[src/rtl/page_frame_allocator_fifo_evict_assert.svh]
// Assertion macros for the page frame allocator.
// Used by the datapath; expects clk and rst in scope.
`ifndef PAGE_FRAME_ALLOCATOR_FIFO_EVICT_ASSERT_SVH
`define PAGE_FRAME_ALLOCATOR_FIFO_EVICT_ASSERT_SVH

// condition holds at every edge out of reset
`define PFA_ASSERT_HOLD(lbl, cond, msg) \
  lbl: assert property (@(posedge clk) disable iff (rst) (cond)) else $error(msg);

// antecedent implies consequent in the next cycle
`define PFA_ASSERT_NEXT(lbl, ante, cons, msg) \
  lbl: assert property (@(posedge clk) disable iff (rst) (ante) |=> (cons)) else $error(msg);

`endif

[src/rtl/pfa_pkg.sv]
// Types and codes shared by the page frame allocator modules.
// No dependencies.
`timescale 1ns / 1ps

package pfa_pkg;

  localparam logic [1:0] OP_ALLOC  = 2'd0;
  localparam logic [1:0] OP_FREE   = 2'd1;
  localparam logic [1:0] OP_VICTIM = 2'd2;
  localparam logic [1:0] OP_NOP    = 2'd3;

  localparam logic [1:0] ST_OK        = 2'd0;
  localparam logic [1:0] ST_NO_RUN    = 2'd1;
  localparam logic [1:0] ST_NO_VICTIM = 2'd2;
  localparam logic [1:0] ST_BAD_ADDR  = 2'd3;

  localparam int CFG_IW = 1;
  localparam logic [CFG_IW-1:0] REG_FRAMES_IN_USE = 1'd0;
  localparam logic [CFG_IW-1:0] REG_BASE_ADDRESS  = 1'd1;

  typedef struct packed {
    logic [1:0]  opcode;
    logic        is_kernel;
    logic [8:0]  page_count;
    logic [31:0] owner_tag;
    logic [31:0] free_address;
  } cmd_t;

  typedef struct packed {
    logic [1:0]  status;
    logic [31:0] frame_address;
    logic [7:0]  frame_number;
    logic [31:0] victim_owner;
  } result_t;

  typedef struct packed {
    logic used;
    logic kernel;
    logic cont;
  } flags_t;

  typedef enum logic [3:0] {
    S_CLEAR, S_IDLE, S_DECODE, S_SCAN, S_KWRITE, S_UWRITE,
    S_FRD, S_FEV, S_FNX, S_VRD, S_VWR
  } state_t;

  typedef enum logic [3:0] {
    ACT_IDLE, ACT_CLEAR, ACT_LATCH, ACT_DECODE, ACT_SCAN, ACT_KWRITE, ACT_UWRITE,
    ACT_FREE_RD, ACT_FREE_EV, ACT_FREE_NX, ACT_VIC_RD, ACT_VIC_WR
  } act_t;

  typedef enum logic [2:0] {
    RES_ALLOC_OK, RES_FREE_OK, RES_VIC_OK, RES_NOP,
    RES_NO_RUN, RES_NO_VICTIM, RES_BAD_ADDR
  } res_kind_t;

  typedef struct packed {
    act_t      act;
    logic      report;
    res_kind_t kind;
  } ctl_t;

  typedef struct packed {
    logic [1:0] opcode;
    logic       clear_last;
    logic       count_zero;
    logic       addr_bad;
    logic       oldest_none;
    logic       scan_found;
    logic       scan_empty;
    logic       kernel_run;
    logic       kw_last;
    logic       free_more;
  } dp_sts_t;

endpackage

[src/rtl/pfa_ctrl.sv]
// Sequencer of the page frame allocator: state machine issuing datapath actions.
// Depends on pfa_pkg.
`timescale 1ns / 1ps

module pfa_ctrl (
  input  logic             clk,
  input  logic             rst,
  input  logic             start,
  output logic             busy,
  input  pfa_pkg::dp_sts_t sts,
  output pfa_pkg::ctl_t    ctl
);
  import pfa_pkg::*;

  state_t state, state_next;

  always_ff @(posedge clk) begin
    if (rst) begin
      state <= S_CLEAR;
    end else begin
      state <= state_next;
    end
  end

  always_comb begin
    state_next = state;
    unique case (state)
      S_CLEAR:  if (sts.clear_last) state_next = S_IDLE;
      S_IDLE:   if (start) state_next = S_DECODE;
      S_DECODE: begin
        unique case (sts.opcode)
          OP_ALLOC:  state_next = sts.count_zero ? S_IDLE : S_SCAN;
          OP_FREE:   state_next = sts.addr_bad ? S_IDLE : S_FRD;
          OP_VICTIM: state_next = sts.oldest_none ? S_IDLE : S_VRD;
          default:   state_next = S_IDLE;
        endcase
      end
      S_SCAN: begin
        if (sts.scan_found) state_next = sts.kernel_run ? S_KWRITE : S_UWRITE;
        else if (sts.scan_empty) state_next = S_IDLE;
      end
      S_KWRITE: if (sts.kw_last) state_next = S_IDLE;
      S_UWRITE: state_next = S_IDLE;
      S_FRD:    state_next = S_FEV;
      S_FEV:    state_next = S_FNX;
      S_FNX:    state_next = sts.free_more ? S_FRD : S_IDLE;
      S_VRD:    state_next = S_VWR;
      S_VWR:    state_next = S_IDLE;
      default:  state_next = S_IDLE;
    endcase
  end

  always_comb begin
    ctl.act    = ACT_IDLE;
    ctl.report = 1'b0;
    ctl.kind   = RES_NOP;
    busy       = (state != S_IDLE);
    unique case (state)
      S_CLEAR: ctl.act = ACT_CLEAR;
      S_IDLE:  ctl.act = start ? ACT_LATCH : ACT_IDLE;
      S_DECODE: begin
        ctl.act = ACT_DECODE;
        unique case (sts.opcode)
          OP_ALLOC: begin
            ctl.report = sts.count_zero;
            ctl.kind   = RES_NO_RUN;
          end
          OP_FREE: begin
            ctl.report = sts.addr_bad;
            ctl.kind   = RES_BAD_ADDR;
          end
          OP_VICTIM: begin
            ctl.report = sts.oldest_none;
            ctl.kind   = RES_NO_VICTIM;
          end
          default: begin
            ctl.report = 1'b1;
            ctl.kind   = RES_NOP;
          end
        endcase
      end
      S_SCAN: begin
        ctl.act    = ACT_SCAN;
        ctl.report = !sts.scan_found && sts.scan_empty;
        ctl.kind   = RES_NO_RUN;
      end
      S_KWRITE: begin
        ctl.act    = ACT_KWRITE;
        ctl.report = sts.kw_last;
        ctl.kind   = RES_ALLOC_OK;
      end
      S_UWRITE: begin
        ctl.act    = ACT_UWRITE;
        ctl.report = 1'b1;
        ctl.kind   = RES_ALLOC_OK;
      end
      S_FRD: ctl.act = ACT_FREE_RD;
      S_FEV: ctl.act = ACT_FREE_EV;
      S_FNX: begin
        ctl.act    = ACT_FREE_NX;
        ctl.report = !sts.free_more;
        ctl.kind   = RES_FREE_OK;
      end
      S_VRD: ctl.act = ACT_VIC_RD;
      S_VWR: begin
        ctl.act    = ACT_VIC_WR;
        ctl.report = 1'b1;
        ctl.kind   = RES_VIC_OK;
      end
      default: ctl.act = ACT_IDLE;
    endcase
  end

endmodule

[config.mk]
export PLATFORM = sky130hd
export DESIGN_NAME = pfa_ctrl
export DESIGN_NICKNAME = d
export VERILOG_FILES = /design/src/rtl/page_frame_allocator_fifo_evict_assert.svh /design/src/rtl/pfa_pkg.sv /design/src/rtl/pfa_ctrl.sv
export SDC_FILE = /design/constraint.sdc
export NUM_CORES = 1
export LEC_CHECK = 0
export BUFFER_PORTS_ARGS = -buffer_cell sky130_fd_sc_hd__buf_2
export CORE_ASPECT_RATIO = 0.75
export CORE_UTILIZATION = 30
export CTS_CLUSTER_DIAMETER = 120
export DETAILED_ROUTE_END_ITERATION = 8
export SLEW_MARGIN = 30
export SYNTH_ARGS = -nofsm -noshare
export SYNTH_HDL_FRONTEND = slang
export SYNTH_SLANG_ARGS = --single-unit
[constraint.sdc]
create_clock -name clk -period 1.6 [get_ports clk]
set_input_delay 0.16 -clock clk [delete_from_list [all_inputs] [get_ports clk]]
set_output_delay 0.16 -clock clk [all_outputs]
set_load 0.03 [all_outputs]
==> flow_summary.ini <==
[sta]
finalMaxSlewViolations = 0
max-slew-margin-rel_pct = 80.5
rsz0062_at_grt = true
setup_viol_count_final = 0
worstMarginPinSlew_ps = 292
clock.fmax_mhz = 650
finalCriticalPeriod_ps = 1540
period_share_pct = 96.2
hold_violations = 0
finalClockSkew_ps = 5.29

[synth]
synth_cell_types = 31
postSynthCellCount = 84
synth-edff-count = 0
syn_area_um2 = 552
synth_area_per_cell_um2 = 6.57
yosysWarningCount = 0
ys_seq_area_share_pct = 14.5
synth_area_leader_cell = dfxtp_1
ys_async_sr_fraction_pct = 0
ys.flop_type = dfxtp_1
synth_fp_nets = 98
synth_area_leaders = dfxtp_1 15%, a21oi_1 9.1%, nor2_1 6.1%, o21ai_0 5.4%, a311oi_1 4.8%
ys_ff_latch = 4
synth_top_cell_area_share_pct = 14.5

[final_layout]
largest_reg_flops = 4
drive_gt1_share_pct = 43.1
layout.cells.non_filler = 138
finalNetCount = 132
syn2layout_area_growth_pct = 52.8
top_register = state
final_cell_area_um2 = 843
diodes = 0
fillers = 184
top_regs = state: 4 flops

[critical_path]
setup.worst_path.start_class = flop
critical_path_class = flop to primary output
crit_slowest_cell = dfxtp_4
slowest_delay_ps = 370
arrival_ps = 1380
cpLargestDelayFamily = flip-flops
crit_path_end_kind = primary output
cp_cell_sequence = nand2b_4 -> buf_4 -> a311oi_2 -> buf_2
crit_buf_inv = 2
cp_max_fo = 8
required_ps = 1440

[job]
cap_viol_max_count = 0

[clocking]
clk_pin_slew_ps = 40
clk_latency_ps = 230
clockRootBuffer = clkbuf_4
htree_levels = 1
clock-sinks = 4
tritoncts = built
clockBufferDepth = 2
numCtsBuffers = 3
cts.hold.buffers_added = 0

[place]
placed_cells = 131
gp_congestion = 0.796
io_buffers = 22
dpl.hpwl_um = 1390
placed_cell_area_um2 = 736

[power_and_ir_drop]
ir_drop_v = 0.000285
power_density_mw_per_mm2 = 451
leakage_uw = 0.000371

[grt]
antenna_found_initial = 0
grt_max_degree = 14
grt_pass1_vias = 652
grt.overflow.total = 0
grt_usage_pct = 19.6
grt_first_pass_wirelength_um = 2900

[floorplan]
die_h_um = 39.1
start_util_pct = 32.0
coreArea_mm2 = 0.00172
boundaryPins = 23
dieArea_mm2 = 0.00202
row_count = 13
die_w_um = 51.5

[drt]
drt_pass1_iterations = 8
routed_via_density = 5.46
drc = 1
ant_nets = 0
drtIter0Drc = 29
vias = 754
finalWirelength_um = 1940
wl_per_cell_um = 14.0

[status]
status = complete, but fails checks
violations = DRC

[worst_hold_path]
hold_path_class = primary input to flop
final timing paths:
kind | startpoint | cells after the start | slack [ps] | to
hold reg to reg | state[0] | 2 | 590 | state[3]
setup / recovery | state[2] | 4 | 60 | ctl[2]
hold / removal | rst | 2 | 140 | state[1]
setup reg to reg | state[1] | 6 | 120 | state[1]
layer usage:
metal  part of all wire, %  GRT usage, %  up-vias
met2                    45          32.1       28
met3                   4.3          3.92        0
met4                     0         0.676        0
met5                     0             0        -
met1                    51          27.7      350
li1                      -             -      376
cell type report:
class	instances	area (um2)	share of cell area [%]
clock buffer	3	22.5	2.67
inverter	4	15.0	1.78
multi-input combinational	69	455	54.0
sequential	4	91.3	10.8
tap	22	27.5	3.26
timing repair buffer	36	231	27.4
worst register-to-register path, delay by kind of cell (launching register included):
kind | cells | cell delay (ps)
AO/OA/AOI/OAI | 2 | 380
buffers and inverters | 2 | 280
flip-flops | 1 | 370
AND/OR/NAND/NOR | 2 | 320
cell usage in the layout (no fill, tap or decap), drive strengths merged, types with 2 or more instances in the layout:
cell | Yosys | layout
nor2 | 9 | 9
clkbuf | 2 | 4
inv | 4 | 4
nor4 | 2 | 2
a2bb2oi | 2 | 2
nand2b | 4 | 4
nor2b | 4 | 4
a311oi | 3 | 3
dfxtp | 4 | 4
nand2 | 5 | 5
a21oi | 10 | 10
o21ai | 6 | 6
o32ai | 3 | 3
mux2 | 2 | 2
a22o | 2 | 2
nor3 | 4 | 4
buf | 5 | 35
timing repair:
action,in CTS,in global routing
pin swaps,0,4
setup endpoints to repair,3,5
resized for setup,7,14
buffers inserted,0,4
where the power goes:
| part | total [uW] | internal (uW) | switching, uW |
|---|---|---|---|
| clock network | 125 | 83.9 | 41.4 |
| registers | 105 | 99.3 | 5.36 |
| logic | 150 | 63.7 | 86.3 |
| total | 380 | 247 | 133 |
synthesized netlist by cell type, types with 2 or more instances:
library cell	number
mux2_2	2
nor3_1	4
a311oi_1	3
o21ai_0	6
clkbuf_1	2
a2bb2oi_1	2
inv_1	4
nor2_1	9
o32ai_1	3
dfxtp_1	4
buf_2	4
a21oi_1	10
nand2b_1	4
nor2b_1	4
nand2_1	5
nor4_1	2
a22o_1	2
cell families after synthesis:
logic type / Yosys count / synth area share, %
and+or+nand+nor: 35 / 33.1
xor gates and xnor gates: 1 / 1.59
AOI/OAI and AO/OA: 30 / 35.8
buffers and inverters: 11 / 9.07
DFF: 4 / 14.5
muxes: 3 / 5.90
through the flow:
step / TNS (ps) / hold WS [ps] / util, % / setup WS (ps) / power (uW)
finish: 0 / 141 / 48.9 / 61.5 / 380
global route: -13.6 / 152 / 48.9 / -13.6 / 402
detailed placement: 0 / 383 / 42.7 / 83.4 / 248
global placement: 0 / 380 / 42.7 / 135 / 245
floorplan: 0 / 229 / - / 43.3 / 191
CTS: 0 / 134 / 45.1 / 15.0 / 373
Power figures use the tool's default switching activity.
